$ cat config.mk
export PLATFORM = sky130hd
export DESIGN_NAME = cmst_lane
export DESIGN_NICKNAME = d
export VERILOG_FILES = /design/src/hdl/cmst_pkg.sv /design/src/hdl/cmst_lane.sv
export SDC_FILE = /design/constraint.sdc
export NUM_CORES = 2
export LEC_CHECK = 0
export ABC_AREA = 0
export BUFFER_PORTS_ARGS = -buffer_cell sky130_fd_sc_hd__buf_4
export CORE_MARGIN = 5
export CORE_UTILIZATION = 40
export DETAILED_ROUTE_END_ITERATION = 12
export PLACE_DENSITY = 0.64
export SETUP_SLACK_MARGIN = 0.5
export SYNTH_ARGS = -nofsm -noshare
export SYNTH_HDL_FRONTEND = slang
export SYNTH_SLANG_ARGS = --single-unit
$ cat constraint.sdc
create_clock -name clk_i -period 6.1 [get_ports clk_i]
set_input_delay 0.305 -clock clk_i [delete_from_list [all_inputs] [get_ports clk_i]]
set_output_delay 0.305 -clock clk_i [all_outputs]
set_load 0.03 [all_outputs]
$ cat src/hdl/cmst_pkg.sv
`timescale 1ns / 1ps
// ----------------------------------------------------------------------------
// cmst_pkg: shared types and constants of the context score table
// Operation codes, lane command word and Q16.16 limits.
// ----------------------------------------------------------------------------
package cmst_pkg;

  localparam int unsigned DATA_W   = 32;
  localparam int unsigned SCORE_W  = 36;
  localparam int unsigned POS_W    = 4;
  localparam int unsigned ROW_IN_W = 6;
  localparam int unsigned OP_W     = 2;

  typedef enum logic [OP_W-1:0] {
    OP_ACC   = 2'd0,
    OP_EVAL  = 2'd1,
    OP_READ  = 2'd2,
    OP_WRITE = 2'd3
  } op_e;

  typedef logic signed [DATA_W-1:0] data_t;

  typedef struct packed {
    logic  clr;
    logic  acc;
    logic  wr;
    data_t weight;
    data_t value;
  } lane_cmd_t;

  localparam data_t Q_MAX = data_t'(32'h7FFF_FFFF);
  localparam data_t Q_MIN = data_t'(32'h8000_0000);

endpackage

$ cat src/hdl/cmst_lane.sv
`timescale 1ns / 1ps
// ----------------------------------------------------------------------------
// cmst_lane: one context position column
// Row memory with registered read and a saturating read-modify-write port.
// ----------------------------------------------------------------------------
module cmst_lane #(
  parameter int unsigned ROW_W = 6
) (
  input  logic                clk_i,
  input  logic                rd_en_i,
  input  logic [ROW_W-1:0]    rd_addr_i,
  input  logic [ROW_W-1:0]    clr_addr_i,
  input  cmst_pkg::lane_cmd_t cmd_i,
  output cmst_pkg::data_t     rd_data_o,
  output logic                sat_o
);
  import cmst_pkg::*;

  localparam int unsigned Depth = 1 << ROW_W;

  data_t                 mem_q [Depth];
  data_t                 rd_data_q;
  logic [ROW_W-1:0]      addr_q;
  logic signed [DATA_W:0] sum;
  logic                  ovf;
  data_t                 new_val;

  always_comb begin
    sum = {rd_data_q[DATA_W-1], rd_data_q} + {cmd_i.weight[DATA_W-1], cmd_i.weight};
    ovf = sum[DATA_W] != sum[DATA_W-1];
    if (ovf) begin
      new_val = sum[DATA_W] ? Q_MIN : Q_MAX;
    end else begin
      new_val = sum[DATA_W-1:0];
    end
  end

  always_ff @(posedge clk_i) begin
    if (rd_en_i) begin
      rd_data_q <= mem_q[rd_addr_i];
      addr_q    <= rd_addr_i;
    end
  end

  always_ff @(posedge clk_i) begin
    priority if (cmd_i.clr) begin
      mem_q[clr_addr_i] <= '0;
    end else if (cmd_i.acc) begin
      mem_q[addr_q] <= new_val;
    end else if (cmd_i.wr) begin
      mem_q[addr_q] <= cmd_i.value;
    end
  end

  assign rd_data_o = rd_data_q;
  assign sat_o     = ovf;

endmodule

==> results.rst <==
.. list-table::
   :header-rows: 1

   * - Metric
     - Value
   * - Run status
     - finished, final reports clean
   * - VDD IR-drop max
     - ~0.00032 V
   * - CTS Root Buffer Type
     - sky130_fd_sc_hd__clkbuf_16
   * - Placer Congestion
     - just under 0.9
   * - Crit path max fanout
     - 33
   * - H-tree lvl count
     - 4
   * - Worst Hold Launch
     - rd_addr_i[0]
   * - Setup Buffers After CTS
     - 0
   * - Core Area
     - approximately 0.2 mm²
   * - Share of final-layout standard cells stronger than drive strength 1
     - a little over a third
   * - # DRC
     - 0
   * - Die H
     - 461 µm
   * - Unrepaired setup endpoints after global routing
     - no
   * - Power share of the clock group
     - between 30% and 40%
   * - Dominant register cell in the synthesized netlist
     - sky130_fd_sc_hd__edfxtp_1
   * - Area share of the largest cell type after synthesis
     - approximately 77%
   * - Detailed Route Iter0 Violations
     - around 4900
   * - Fraction of power consumed by combinational cells
     - 8.8%
   * - Max incr delay on CP
     - 1.21 ns
   * - Instance count of the mapped netlist
     - ~3400
   * - Post-cts sizing count
     - 0
   * - Total internal power
     - about 24 mW
   * - Transition time at the pin with the least slew margin
     - roughly 1.3 ns
   * - R2r setup slk
     - around 1.1 ns
   * - PD cells
     - around 340 mW/mm²
   * - Arrival time of data at the critical path endpoint
     - 5.60 ns
   * - Via density per instance
     - ~6
   * - Power consumption
     - 31.5 mW
   * - Beginning of the worst register-to-register path
     - rd_data_o[0]
   * - Number of violations of the max-capacitance limit
     - 0
   * - Syn Area/Cell
     - 24.0 µm²
   * - Setup violation total in the final timing report
     - 0
   * - Number of global-route vias before repair
     - roughly 40000
   * - Synth-to-Final Area Change
     - 15.2%
   * - Sinks on Clock Net
     - 2086
   * - Wire length of the first global-routing pass
     - between 300000 and 400000 µm
   * - Switching power of the nets
     - about 7.1 mW
   * - Multi-input logic area
     - between 0.015 and 0.02 mm²
   * - Cell with the biggest individual delay on the critical path
     - sky130_fd_sc_hd__a311oi_4
   * - Critical path data required time
     - approximately 6.7 ns
   * - Pin count of the biggest net entering global routing
     - 93
   * - Area contributors post-synth
     - sky130_fd_sc_hd__edfxtp_1 (77%), sky130_fd_sc_hd__mux4_2 (18%), sky130_fd_sc_hd__nor2_1 (0.51%)
   * - Combined buffer and inverter count along the critical path
     - 2
   * - Total iterations of the first detailed-routing run
     - 5
   * - Cell Count, Final, Fillers Out
     - between 6000 and 7000
   * - Total count of hold-check failures in the final report
     - 0
   * - Accumulated negative setup slack
     - 0 ns
   * - Leakage
     - ~29 nW
   * - Total length of routed wires
     - about 220000 µm
   * - FFs w/ async S/R, synth
     - 0%
   * - Net switching share of the total power
     - 22.7%
   * - Number of nets in the final layout
     - 3821
   * - Cts bufs inserted
     - around 200
   * - Final Slew Violations
     - 0
   * - Sort of element at the end of the critical path
     - register
   * - Count of distinct cell types in the synthesized netlist
     - between 60 and 70
   * - Cells after DPL
     - between 6000 and 7000
   * - Seq cells post-synth
     - between 2000 and 2500
   * - Clk pin slew, worst setup/hold paths
     - about 0.06 ns
   * - Post-synth EDFFs
     - 2086
   * - Kind of start point of the critical path
     - register
   * - Kind of cell adding the most delay to the critical path
     - compound AO/OA/AOI/OAI gates
   * - Latest clock arrival within the worst-skew pair
     - approximately 0.83 ns
   * - Total overflow reported by the global router
     - 0
   * - Type of the most critical hold path
     - input port to register
   * - Post-placement setup slack
     - approximately 1.1 ns
   * - Sequential cell area in the final layout
     - 0.0626 mm²
   * - WL/cell
     - around 34 µm
   * - Number of buffers inserted by port buffering
     - ~110
   * - CP startpoint
     - rd_data_o[0]
   * - Post-detail-place hpwl
     - around 130000 µm
   * - Total routing resource utilization after global routing
     - about a fifth
   * - Max frequency
     - approximately 0.2 GHz
   * - Buffer depth of the longest clock path
     - 3
   * - Post-synthesis instance area
     - ~0.081 mm²
   * - Via count
     - 39200
   * - Portion of the post-synthesis area used by sequential elements
     - approximately three quarters
   * - Final worst path period need
     - about 5 ns
   * - Worst Skew
     - slightly above 0.02 ns
   * - Part of the power in registers
     - 52.5%
   * - CTS Hold Buffers Added
     - 3
   * - Total of warnings raised by yosys
     - 0
   * - CTS tree
     - yes
   * - Initial antenna violation count
     - 4
   * - Horizontal extent of the die
     - around 460 µm
   * - Initial core utilization
     - between 40% and 50%
   * - Share of the cycle needed by the critical path after routing
     - 82.0%
   * - Mapped Nets
     - 3508
   * - Final worst slack
     - around 1.1 ns
   * - Headroom to the max-slew limit
     - roughly a tenth
   * - Number of top-level pins
     - 114
   * - Antenna violation net count after detailed routing
     - 0
   * - Cell-by-cell trace of the critical path
     - ha_1 > inv_1 > fa_1 > nor2b_1 > o31a_1 > o21ai_1 > a311o_1 > a21oi_4 > a211o_1 > o211ai_4 > a311oi_4 > buf_4
   * - FP Rows
     - 165
   * - Fill cell count
     - roughly 16000
   * - Crit path kind
     - register to register
   * - Die Area
     - 0.213 mm²
   * - Post-synthesis cell type with the largest combined area
     - sky130_fd_sc_hd__edfxtp_1
==> cells by family after synthesis <==
kind of cell | share of synthesized area [%]
AOI/OAI and AO/OA | 1.52
and+or+nand+nor | 1.09
xor gates and xnor gates | 0.303
adders and majority gates | 0.517
muxes | 18.6
DFF | 77.0
buffers and inverters | 0.981
==> registers in the layout, summed over array words and instances, names as in the netlist <==
name / count
mem_q: 2048
rd_data_o: 32
addr_q: 6
==> power by group through the flow <==
stage	Combinational, mW	Clock (mW)	Sequential (mW)
after floorplan	1.49	0	16.9
after global placement	2.72	0	16.8
after detailed placement	2.77	0	16.8
after CTS	2.78	12.4	16.5
after global routing	2.92	13.0	16.5
final	2.77	12.2	16.5
==> cells in the mapped netlist (3+ instances only) <==
master and instances:
sky130_fd_sc_hd__a21o_1 11, sky130_fd_sc_hd__a311oi_2 7, sky130_fd_sc_hd__ha_1 32, sky130_fd_sc_hd__o21a_1 8
sky130_fd_sc_hd__a311oi_1 14, sky130_fd_sc_hd__xor2_1 14, sky130_fd_sc_hd__clkbuf_1 95, sky130_fd_sc_hd__nand4_1 3
sky130_fd_sc_hd__mux2_2 11, sky130_fd_sc_hd__nand2_1 53, sky130_fd_sc_hd__o211ai_1 5, sky130_fd_sc_hd__nor2_1 110
sky130_fd_sc_hd__nor2b_1 3, sky130_fd_sc_hd__a31oi_1 6, sky130_fd_sc_hd__mux4_2 661, sky130_fd_sc_hd__a211oi_2 4
sky130_fd_sc_hd__buf_6 3, sky130_fd_sc_hd__buf_2 56, sky130_fd_sc_hd__edfxtp_1 2086, sky130_fd_sc_hd__mux2i_1 12
sky130_fd_sc_hd__o21ai_1 3, sky130_fd_sc_hd__a21oi_1 39, sky130_fd_sc_hd__a211oi_1 12, sky130_fd_sc_hd__inv_1 18
sky130_fd_sc_hd__o21ai_0 30, sky130_fd_sc_hd__or3_1 7, sky130_fd_sc_hd__o31ai_1 5, sky130_fd_sc_hd__xnor2_1 11
sky130_fd_sc_hd__buf_1 14, sky130_fd_sc_hd__nand3_1 10, sky130_fd_sc_hd__nand2b_1 7
==> worst paths after layout <==
check	endpoint	depth (start not counted)
worst max-delay path	mem_q[42][28]	12
worst min-delay path	addr_q[0]	1
worst max register to register	mem_q[42][28]	12
worst min register to register	mem_q[48][25]	2
==> placed cells by master (no fill, tap or decap), types with 23 or more instances in the layout <==
cell type,count
sky130_fd_sc_hd__nor2_4,65
sky130_fd_sc_hd__a21oi_1,39
sky130_fd_sc_hd__edfxtp_1,2086
sky130_fd_sc_hd__buf_4,257
sky130_fd_sc_hd__clkbuf_1,32
sky130_fd_sc_hd__mux4_2,661
sky130_fd_sc_hd__clkbuf_16,201
sky130_fd_sc_hd__nand2_1,53
sky130_fd_sc_hd__nor2_1,45
sky130_fd_sc_hd__ha_1,32
sky130_fd_sc_hd__o21ai_0,30
sky130_fd_sc_hd__clkinv_1,47
sky130_fd_sc_hd__bufinv_16,23
sky130_fd_sc_hd__clkinv_2,38
==> area by class of cell <==
| type | count | area share [%] |
|---|---|---|
| Inverter | 18 | 0.0721 |
| Tap cell | 2672 | 3.57 |
| Antenna cell | 3 | 0.00801 |
| Clock inverter | 127 | 1.33 |
| Timing Repair Buffer | 284 | 2.58 |
| Clock buffer | 233 | 5.49 |
| Sequential cell | 2086 | 66.8 |
| Multi-Input combinational cell | 1121 | 20.1 |
==> per-layer routing <==
metal / vias to the layer above / track usage, % / wire length [µm]
met3: 390 / 4.05 / 18800
met5: - / 0 / 0
met4: 0 / 8.69 / 10600
li1: 15400 / - / -
met2: 2057 / 34.1 / 110000
met1: 21400 / 27.5 / 82800
==> through the flow <==
| stage | hold slack (ns) | instance area (µm²) | utilization (%) |
|---|---|---|---|
| after floorplan | 0.404 | 81400 | - |
| after global placement | 0.568 | 87300 | 43.2 |
| after CTS | 0.0349 | 93700 | 46.3 |
| after global routing | 0.0769 | 93700 | 46.3 |
| after detailed placement | 0.565 | 87300 | 43.2 |
| final | 0.0445 | 93700 | 46.3 |
==> worst register-to-register path, cell delays in order (launching register included) <==
cell                       delay, ns
sky130_fd_sc_hd__edfxtp_1       0.35
sky130_fd_sc_hd__ha_1           0.21
sky130_fd_sc_hd__inv_1          0.07
sky130_fd_sc_hd__fa_1           0.39
sky130_fd_sc_hd__nor2b_1        0.16
sky130_fd_sc_hd__o31a_1         0.22
sky130_fd_sc_hd__o21ai_1        0.33
sky130_fd_sc_hd__a311o_1        0.53
sky130_fd_sc_hd__a21oi_4        0.25
sky130_fd_sc_hd__a211o_1        0.19
sky130_fd_sc_hd__o211ai_4       0.36
sky130_fd_sc_hd__a311oi_4       1.21
sky130_fd_sc_hd__buf_4          0.48
Power figures use the tool's default switching activity.
