File: config.mk
export PLATFORM = sky130hd
export DESIGN_NAME = cmst_merge
export DESIGN_NICKNAME = d
export VERILOG_FILES = /design/src/hdl/cmst_pkg.sv /design/src/hdl/cmst_merge.sv
export SDC_FILE = /design/constraint.sdc
export NUM_CORES = 1
export LEC_CHECK = 0
export BUFFER_PORTS_ARGS = -buffer_cell sky130_fd_sc_hd__buf_4
export CAP_MARGIN = 20
export CELL_PAD_IN_SITES_DETAIL_PLACEMENT = 0
export CELL_PAD_IN_SITES_GLOBAL_PLACEMENT = 1
export CORE_UTILIZATION = 40
export DETAILED_ROUTE_END_ITERATION = 8
export PLACE_DENSITY_LB_ADDON = 0.1
export SETUP_SLACK_MARGIN = 0.1
export SYNTH_ARGS = -nofsm -noshare
export SYNTH_HDL_FRONTEND = slang
export SYNTH_SLANG_ARGS = --single-unit
File: constraint.sdc
create_clock -name clk_i -period 8 [get_ports clk_i]
set_input_delay 1.6 -clock clk_i [delete_from_list [all_inputs] [get_ports clk_i]]
set_output_delay 1.6 -clock clk_i [all_outputs]
set_load 0.03 [all_outputs]
File: src/hdl/cmst_pkg.sv
`timescale 1ns / 1ps
// ----------------------------------------------------------------------------
// cmst_pkg: shared types and constants of the context score table
// Operation codes, lane command word and Q16.16 limits.
// ----------------------------------------------------------------------------
package cmst_pkg;

  localparam int unsigned DATA_W   = 32;
  localparam int unsigned SCORE_W  = 36;
  localparam int unsigned POS_W    = 4;
  localparam int unsigned ROW_IN_W = 6;
  localparam int unsigned OP_W     = 2;

  typedef enum logic [OP_W-1:0] {
    OP_ACC   = 2'd0,
    OP_EVAL  = 2'd1,
    OP_READ  = 2'd2,
    OP_WRITE = 2'd3
  } op_e;

  typedef logic signed [DATA_W-1:0] data_t;

  typedef struct packed {
    logic  clr;
    logic  acc;
    logic  wr;
    data_t weight;
    data_t value;
  } lane_cmd_t;

  localparam data_t Q_MAX = data_t'(32'h7FFF_FFFF);
  localparam data_t Q_MIN = data_t'(32'h8000_0000);

endpackage

File: src/hdl/cmst_merge.sv
`timescale 1ns / 1ps
// ----------------------------------------------------------------------------
// cmst_merge: lane sum tree
// Registered groups of four lane values, then a final add of the groups.
// ----------------------------------------------------------------------------
module cmst_merge #(
  parameter int unsigned NUM_LANES = 9
) (
  input  logic                                          clk_i,
  input  logic                                          load_i,
  input  logic [NUM_LANES-1:0][cmst_pkg::DATA_W-1:0]    lane_data_i,
  output logic signed [cmst_pkg::SCORE_W-1:0]           sum_o
);
  import cmst_pkg::*;

  localparam int unsigned NumGrp = (NUM_LANES + 3) / 4;

  logic signed [SCORE_W-1:0] ext   [NumGrp*4];
  logic signed [SCORE_W-1:0] grp_d [NumGrp];
  logic signed [SCORE_W-1:0] grp_q [NumGrp];

  for (genvar j = 0; j < NumGrp * 4; j++) begin : g_ext
    if (j < NUM_LANES) begin : g_lane
      assign ext[j] = {{(SCORE_W-DATA_W){lane_data_i[j][DATA_W-1]}}, lane_data_i[j]};
    end else begin : g_pad
      assign ext[j] = '0;
    end
  end

  always_comb begin
    for (int g = 0; g < NumGrp; g++) begin
      grp_d[g] = (ext[g*4] + ext[g*4+1]) + (ext[g*4+2] + ext[g*4+3]);
    end
  end

  always_ff @(posedge clk_i) begin
    if (load_i) begin
      grp_q <= grp_d;
    end
  end

  always_comb begin
    sum_o = '0;
    for (int g = 0; g < NumGrp; g++) begin
      sum_o = sum_o + grp_q[g];
    end
  end

endmodule
==> summary.txt, run 1 <==
Run status
  • Status: completed

GRT
  • Grt met1 use: 29.9%
  • M3 GR Usage: 3.24%
  • Met2 Use GR: 30.0%
  • Global route overflow: 0
  • First-pass GRT wire length: 48.9 mm
  • Number of global-route vias before repair: 9,650
  • Global route hottest layer: met2
  • Initial antenna violation count: 1
  • Largest net degree at the start of global routing: 83
  • Total GRT Usage: 19.9%

CTS
  • Clk sinks: 100
  • Number of setup buffers added after CTS: 0
  • Post-CTS Hold Buffers: 0
  • Resized cells post-CTS: 0
  • CTS tree: yes
  • CTS H-tree depth: 3
  • Clock transition at the registers of the reported paths: 0.08 ns
  • TritonCTS buffer count: 9
  • Clock root buffer: clkbuf_16
  • Max clock buf depth: 2

Place
  • RePlAce Congestion: 0.835
  • Port bufs: 325
  • Final HPWL DP: 27.2 mm
  • Placed Area: 15,400 um2
  • Placed Cells: 1,988

Floorplan
  • Die Wd: 179 um
  • Site Rows: 64
  • Initial Utilization: 40.7%
  • Die area: 31,900 um2
  • # IOs: 326
  • Die Y: 179 um
  • Core box area: 30,700 um2

Setup path
  • Arr. time, crit path: 4.05 ns
  • Crit path max fanout: 6
  • Setup crit start kind: register
  • Worst Setup End Kind: output pin
  • WS Path Type: reg -> out
  • Critical Path RT: 6.40 ns

Cells and area
  • Largest register by flop count: grp_q
  • Max FFs per register: 100
  • Layout cells sized above 1: 22.6%
  • P&R area growth vs syn: 25.5%
  • Finished layout cell area: 15,700 um2
  • Final nets: 2,158
  • Largest registers: grp_q x100
  • Layout Cells excl Fill: 2,005

Synth
  • Sequential share of the synthesized area: 24.0%
  • Synth cell types: 64
  • Synth area leaders: fa_1 26%, edfxtp_1 24%, inv_1 11%
  • Count leader, synth: inv_1
  • Biggest area consumer among synthesized cells: fa_1
  • Post-synth EDFFs: 100
  • Post-synth top area share: 26.4%
  • Async SR Flop Fraction: 0%
  • Prevailing post-synth register cell: edfxtp_1
  • Syn nets: 1,837
  • FF+latch count, synth: 100
  • Syn Std Cell Area: 12,500 um2
  • Synthesized instance count: 1,282
  • Warnings from Yosys: 0
  • Synth cell count leaders: 361 x inv_1, 165 x fa_1, 100 x edfxtp_1, 100 x ha_1, 92 x a21oi_1
  • Synthesized area per cell: 9.74 um2

STA
  • Period minus WS final: 5.65 ns
  • Final Hold Vio Count: 0
  • Slew Limit Fails: 0
  • Worst slew pin tran: 1.03 ns
  • Setup_tns: 0 ns
  • Final period util: 70.6%
  • Final setup vio count: 0
  • Max Freq: 0.177 GHz
  • RSZ-0062 raised after global routing: false
  • Slew headroom: 31.5%

Detailed routing
  • Starting DRT DRC Count: 573
  • Final ANT Viol Nets: 0
  • Via density: 4.74
  • Vias: 9,498
  • DRC Markers: 0
  • Total Routed Length: 30.5 mm
  • DR pass1 iterations: 7
  • Wire per inst: 15.2 um

Worst hold path
  • Hold/Removal Path Class: in -> reg

Run
  • Max-Cap Viols: 0
[layout by cell type, fill, tap and decap left out, types with 3 or more instances in the layout]
cell,netlist,routed
o21bai_1,9,9
o211ai_1,6,6
a211oi_1,12,12
and3_1,15,15
o31ai_1,3,3
a31oi_1,7,7
a21o_1,54,54
o21ai_1,5,5
nand4_1,15,15
a41oi_1,3,3
nand2b_1,11,11
nor3_1,4,4
o21a_1,9,9
buf_4,1,326
xnor2_1,56,56
and4_1,4,4
clkbuf_16,0,9
o21ai_0,45,45
inv_1,361,361
and2_1,5,5
edfxtp_1,100,100
inv_6,0,5
nand2_1,50,50
nor2b_1,6,6
a31o_2,3,3
fa_1,165,165
nor2_1,29,29
ha_1,100,100
a21oi_1,92,92
a21oi_2,5,5
nand3_1,16,16
xor2_1,36,36
[worst paths after layout]
| kind | from | end | slack (ns) | cells after the start |
|---|---|---|---|---|
| worst max-delay path | grp_q[1]$_DFFE_PP_ | sum_o[33] | 2.35 | 13 |
| worst min-delay path | lane_data_i[257] | grp_q[1]$_DFFE_PP_ | 1.41 | 1 |
[worst max-delay path, cell delays in order, from the launching register on]
cell	delay (ns)
edfxtp_1	0.41
fa_1	0.48
ha_1	0.25
fa_1	0.50
a211oi_1	0.24
nor2_1	0.09
o21a_1	0.20
a31o_2	0.31
a21oi_1	0.34
a21oi_1	0.13
a21oi_1	0.31
o211ai_1	0.12
o221a_2	0.14
buf_4	0.17
[kinds of logic after synthesis]
| logic type | Yosys count | share of synthesized area, % |
|---|---|---|
| AO/OA/AOI/OAI | 286 | 15.1 |
| XOR/XNOR | 92 | 6.45 |
| adder cells (fa/ha/maj) | 265 | 36.5 |
| buffers and inverters | 377 | 11.4 |
| flip-flops | 100 | 24.0 |
| AND/OR/NAND/NOR | 162 | 6.52 |
[per-layer routing]
layer	vias up	part of all wire [%]
li1	4798	-
met1	4449	51
met2	234	44
met3	17	5.0
met4	0	1.0
met5	-	0
[per-stage QoR]
stage               hold WS, ns  worst slack (ns)  util, %
floorplan                  1.70              2.93        -
global placement           1.78              2.52     50.1
detailed placement         1.78              2.46     50.1
CTS                        1.39              2.33     51.1
global route               1.39              2.12     51.1
finish                     1.41              2.35     51.1
[cell type report]
class,instances,area (um2)
Antenna cell,1,2.50
Clock buffer,9,225
Clock inverter,7,90.1
Fill cell,2963,15000
Inverter,361,1360
Multi-Input combinational cell,805,8060
Sequential cell,100,3000
Tap cell,396,495
Timing Repair Buffer,326,2450
Power of run 1 is left out: the tool's default activity adds up to more than one toggle a clock period on the data nets, which glitch-free logic cannot reach.
==> run 2: changes to the inputs <==
- ABC_AREA: unset -> 1
- clock period: 8 -> 5.8 ns (I/O delays scaled with it)
==> summary.txt, run 2 <==
Run status
  • Status: completed

CTS
  • Number of setup buffers added after CTS: 0
  • Resized cells post-CTS: 0
  • Clk sinks: 100
  • Post-CTS Hold Buffers: 0
  • Clock root buffer: clkbuf_16
  • Max clock buf depth: 2
  • TritonCTS buffer count: 9
  • CTS H-tree depth: 3
  • Clock transition at the registers of the reported paths: 0.07 ns
  • CTS tree: yes

Detailed routing
  • DR pass1 iterations: 6
  • Vias: 12,858
  • Wire per inst: 14.8 um
  • Final ANT Viol Nets: 0
  • Starting DRT DRC Count: 722
  • Via density: 4.63
  • Total Routed Length: 41.0 mm
  • DRC Markers: 0

Floorplan
  • # IOs: 326
  • Initial Utilization: 41.1%
  • Die Wd: 191 um
  • Site Rows: 68
  • Core box area: 34,900 um2
  • Die Y: 191 um
  • Die area: 36,600 um2

Place
  • RePlAce Congestion: 0.903
  • Port bufs: 325
  • Placed Area: 17,300 um2
  • Final HPWL DP: 37.1 mm

STA
  • Final Hold Vio Count: 0
  • WHS: 0.981 ns
  • Max Freq: 0.233 GHz
  • Slew headroom: 41.1%
  • Worst slew pin tran: 0.883 ns
  • Slew Limit Fails: 0
  • RSZ-0062 raised after global routing: false
  • Period minus WS final: 4.29 ns
  • Final setup vio count: 0
  • Final period util: 74.0%
  • Setup_tns: 0 ns

GRT
  • Total GRT Usage: 23.4%
  • Met2 Use GR: 39.4%
  • Global route overflow: 0
  • First-pass GRT wire length: 66.3 mm
  • Grt met1 use: 33.1%
  • Global route hottest layer: met2
  • M3 GR Usage: 2.31%
  • Initial antenna violation count: 1
  • Number of global-route vias before repair: 12,988
  • Largest net degree at the start of global routing: 62

Setup path
  • Cell mode on critical path: nand2_1
  • Worst Setup End Kind: output pin
  • Setup crit start kind: register
  • Sequence of cells on the critical path: fa_1, ha_1, fa_1, nand3_1, nand3_1, nand2_1, nand2_1, nand3_1, nand2_1, nand2_1, nand2_1, nand2_1, nand2_1, buf_4
  • Largest delay contributor family on the critical path: adder cells
  • Delay of the slowest cell on the worst path: 0.51 ns
  • Crit path from: grp_q[1]$_DFFE_PP_
  • Arr. time, crit path: 3.13 ns
  • Critical Path RT: 4.64 ns
  • Slowest CP cell: fa_1
  • Buffers plus inverters on the worst setup path: 1
  • WS Path Type: reg -> out
  • Worst setup endpoint: sum_o[23]
  • Crit path max fanout: 4
  • Crit path depth: 14

Cells and area
  • Largest registers: grp_q x100
  • Final nets: 2,870
  • Layout cells sized above 1: 15.4%
  • Finished layout cell area: 17,700 um2
  • FILL cells: 3,490
  • Diodes inserted: 0
  • Largest register by flop count: grp_q
  • Most frequent cells in the layout: 578 x inv_1, 511 x nand2_1, 326 x buf_4, 169 x nor2_1, 165 x fa_1
  • P&R area growth vs syn: 23.2%
  • Max FFs per register: 100
  • Most common cell after layout, fill and taps aside: inv_1

Synth
  • Prevailing post-synth register cell: edfxtp_1
  • Synth cell count leaders: 578 x inv_1, 511 x nand2_1, 169 x nor2_1
  • Synth area leaders: fa_1 23%, edfxtp_1 21%, inv_1 15%
  • Async SR Flop Fraction: 0%
  • Synth cell types: 21
  • Post-synth EDFFs: 100
  • Post-synth top area share: 23.0%
  • Synthesized area per cell: 7.25 um2
  • Synthesized instance count: 1,978
  • Count leader, synth: inv_1
  • Syn nets: 2,533
  • Sequential share of the synthesized area: 21.0%
  • Biggest area consumer among synthesized cells: fa_1
  • Syn Std Cell Area: 14,300 um2
  • Warnings from Yosys: 0
  • FF+latch count, synth: 100

Power
  • Sw Ratio: 58.3%
  • Pint: 0.00459 W
  • Logic pwr share: 81.9%
  • PwrDens: 623 nW/um2
  • Sequential power share: 12.4%
  • VDD IR-drop max: 2.36 mV
  • Leak Pwr: 9.96 nW
  • Share of total power in the clock network: 5.7%
  • Net Sw Power: 0.00641 W

Run
  • Max-Cap Viols: 0

Worst hold path
  • Hold/Removal Path Class: in -> reg
-- run 2: power groups by stage --
stage | Clock, W | Combinational [W] | Sequential, W
floorplan | 0 | 0.00607 | 0.00126
global placement | 0 | 0.00897 | 0.00139
detailed placement | 0 | 0.00899 | 0.00139
CTS | 0.000636 | 0.00903 | 0.00138
global route | 0.000655 | 0.0100 | 0.00139
finish | 0.000622 | 0.00901 | 0.00137
-- run 2: area by class of cell --
| class | instances | area, um2 | area share (%) |
|---|---|---|---|
| clock buffer | 9 | 225 | 1.28 |
| clock inverter | 7 | 80.1 | 0.454 |
| inverter | 578 | 2170 | 12.3 |
| multi-input combinational | 1300 | 9160 | 51.9 |
| sequential | 100 | 3000 | 17.0 |
| tap | 455 | 569 | 3.22 |
| timing repair buffer | 326 | 2450 | 13.9 |
-- run 2: routing by layer --
metal / vias up / part of all wire [%]
met5: - / 0
met4: 0 / 0.91
met3: 20 / 4.9
met2: 333 / 46
met1: 5928 / 48
li1: 6577 / -
-- run 2: through the flow --
stage / utilization [%] / worst slack [ns] / power [W] / cells
final: 50.6 / 1.51 / 0.0110 / 2775
after global routing: 50.6 / 1.31 / 0.0121 / 2775
after CTS: 50.6 / 1.47 / 0.0110 / 2775
after detailed placement: 49.7 / 1.62 / 0.0104 / 2759
after global placement: 49.7 / 1.65 / 0.0104 / 2759
after floorplan: - / 1.97 / 0.00734 / 1978
-- run 2: worst min-delay path by stage --
stage	cells after the start	from	slack, ns	endpoint
6_report	1	lane_data_i[256]	0.98	grp_q[0]$_DFFE_PP_
5_1_grt	1	lane_data_i[282]	0.97	grp_q[26]$_DFFE_PP_
4_1_cts	1	lane_data_i[256]	0.97	grp_q[0]$_DFFE_PP_
3_5_place_dp	1	lane_data_i[274]	1.34	grp_q[18]$_DFFE_PP_
3_3_place_gp	1	lane_data_i[287]	1.34	grp_q[31]$_DFFE_PP_
2_1_floorplan	0	lane_data_i[256]	1.26	grp_q[0]$_DFFE_PP_
-- run 2: kinds of logic (layout without fill, tap and decap cells) --
| family | Yosys count | count (layout) | share of synthesized area, % |
|---|---|---|---|
| xor+xnor | 49 | 49 | 2.99 |
| buf+inv | 578 | 920 | 15.1 |
| flops | 100 | 100 | 21.0 |
| compound gates | 180 | 180 | 6.63 |
| simple gates | 806 | 806 | 22.5 |
| fa+ha+maj | 265 | 265 | 31.8 |
(Power assumes the default switching activity.)
==> run 3: changes to the inputs <==
- ABC_AREA: 1 -> 0
- clock period: 5.8 -> 4 ns (I/O delays scaled with it)
==> summary.txt, run 3 (synthesized netlist as in run 1, its figures left out) <==
Setup path
  • Crit path max fanout: 3
  • Critical Path RT: 3.20 ns
  • Worst Setup End Kind: output pin
  • Setup crit start kind: register
  • Delay of the slowest cell on the worst path: 0.46 ns
  • Slowest CP cell: edfxtp_1
  • Arr. time, crit path: 3.54 ns
  • WS Path Type: reg -> out
  • Sequence of cells on the critical path: fa_1, ha_2, fa_2, a211oi_2, nor2_1, o21a_1, a31o_4, a211o_1, nand2_2, o311a_4, o21ai_2, xor2_2, buf_6

Detailed routing
  • Final ANT Viol Nets: 0
  • Starting DRT DRC Count: 478
  • Wire per inst: 14.7 um
  • DRC Markers: 0
  • Vias: 10,001
  • DR pass1 iterations: 5
  • Via density: 4.66
  • Total Routed Length: 31.6 mm

STA
  • Slew Limit Fails: 0
  • Period minus WS final: 4.34 ns
  • Max Freq: 0.230 GHz
  • Worst slew pin tran: 0.767 ns
  • Slew headroom: 48.8%
  • Final period util: 109%
  • Final setup vio count: 20
  • PnR worst setup slack: -0.341 ns
  • Final Hold Vio Count: 0
  • RSZ-0062 raised after global routing: true

Cells and area
  • Layout Cells excl Fill: 2,147
  • Final Core Density: 56.6%
  • Footprint of the multi-input gates: 8600 um2
  • Most frequent cells in the layout: 451 x buf_4, 356 x inv_1, 162 x fa_1, 100 x edfxtp_1, 87 x ha_1
  • FILL cells: 2,840
  • Most common cell after layout, fill and taps aside: buf_4
  • Register area: 3000 um2
  • P&R area growth vs syn: 38.9%
  • Final nets: 2,301
  • Layout cells sized above 1: 33.6%
  • Largest register by flop count: grp_q
  • Largest registers: grp_q x100
  • Max FFs per register: 100
  • Diodes inserted: 0

Worst hold path
  • Hold/Removal Path Class: in -> reg

CTS
  • Clock root buffer: clkbuf_16
  • TritonCTS buffer count: 9
  • CTS tree: yes
  • Post-CTS Hold Buffers: 0
  • Clk sinks: 100
  • CTS H-tree depth: 3
  • Clock transition at the registers of the reported paths: 0.08 ns
  • Max clock buf depth: 2

GRT
  • Number of global-route vias before repair: 10,280
  • Largest net degree at the start of global routing: 57
  • Global route overflow: 0
  • First-pass GRT wire length: 49.8 mm
  • Initial antenna violation count: 0
  • Total GRT Usage: 20.0%

Place
  • RePlAce Congestion: 0.848
  • DP Worst Slack: -0.401 ns
  • Final HPWL DP: 28.0 mm
  • Port bufs: 325
  • Placed Cells: 2,116

Run status
  • Status: finished with violations
  • Failing checks: negative setup slack

Floorplan
  • Initial Utilization: 40.7%
  • Die Y: 179 um
  • Site Rows: 64
  • # IOs: 326
  • Core box area: 30,700 um2
  • Die area: 31,900 um2
  • Die Wd: 179 um

Run
  • Max-Cap Viols: 0
-- run 3: worst paths after layout --
| check | slack (ns) | to | start | cells after the start |
|---|---|---|---|---|
| worst max-delay path | -0.34 | sum_o[31] | grp_q[73]$_DFFE_PP_ | 13 |
| worst min-delay path | 0.62 | grp_q[4]$_DFFE_PP_ | lane_data_i[260] | 1 |
-- run 3: area by class of cell --
cell class              instances  area share [%]
flip-flops and latches        100            17.3
clock buffers                   9            1.30
inverters                     361            7.85
repair buffers                469            20.7
well taps                     396            2.86
multi-input cells             805            49.6
clock inverters                 7           0.368
-- run 3: metal layers --
layer / vias to the layer above / track usage (%) / wire (um)
met5: - / 0 / 0
met4: 0 / 3.25 / 264
met3: 20 / 2.65 / 1580
met2: 250 / 31.3 / 13900
met1: 4652 / 29.8 / 15800
li1: 5079 / - / -
-- run 3: worst max-delay path: cells and delay by family, from the launching register on --
kind	cells	cell delay, ns
buf+inv	1	0.15
compound gates	6	1.23
simple gates	2	0.17
xor+xnor	1	0.18
flops	1	0.46
fa+ha+maj	3	1.01
-- run 3: metrics by stage --
step                      hold WS [ns]  instance area [um2]  setup TNS, ns
after floorplan                  0.899                12700              0
after global placement           0.979                16500          -5.44
after detailed placement         0.980                16500          -6.43
after CTS                        0.606                17000          -3.59
after global routing             0.602                17300          -6.47
final                            0.619                17300          -3.52
-- run 3: what timing repair did --
item	4_1_cts	5_1_grt
hold endpoints to repair	0	0
pin swaps	29	40
gates resized for setup	35	56
endpoints found under the setup margin	30	44
buffers inserted	7	10
Power of run 3 is left out for the same reason.
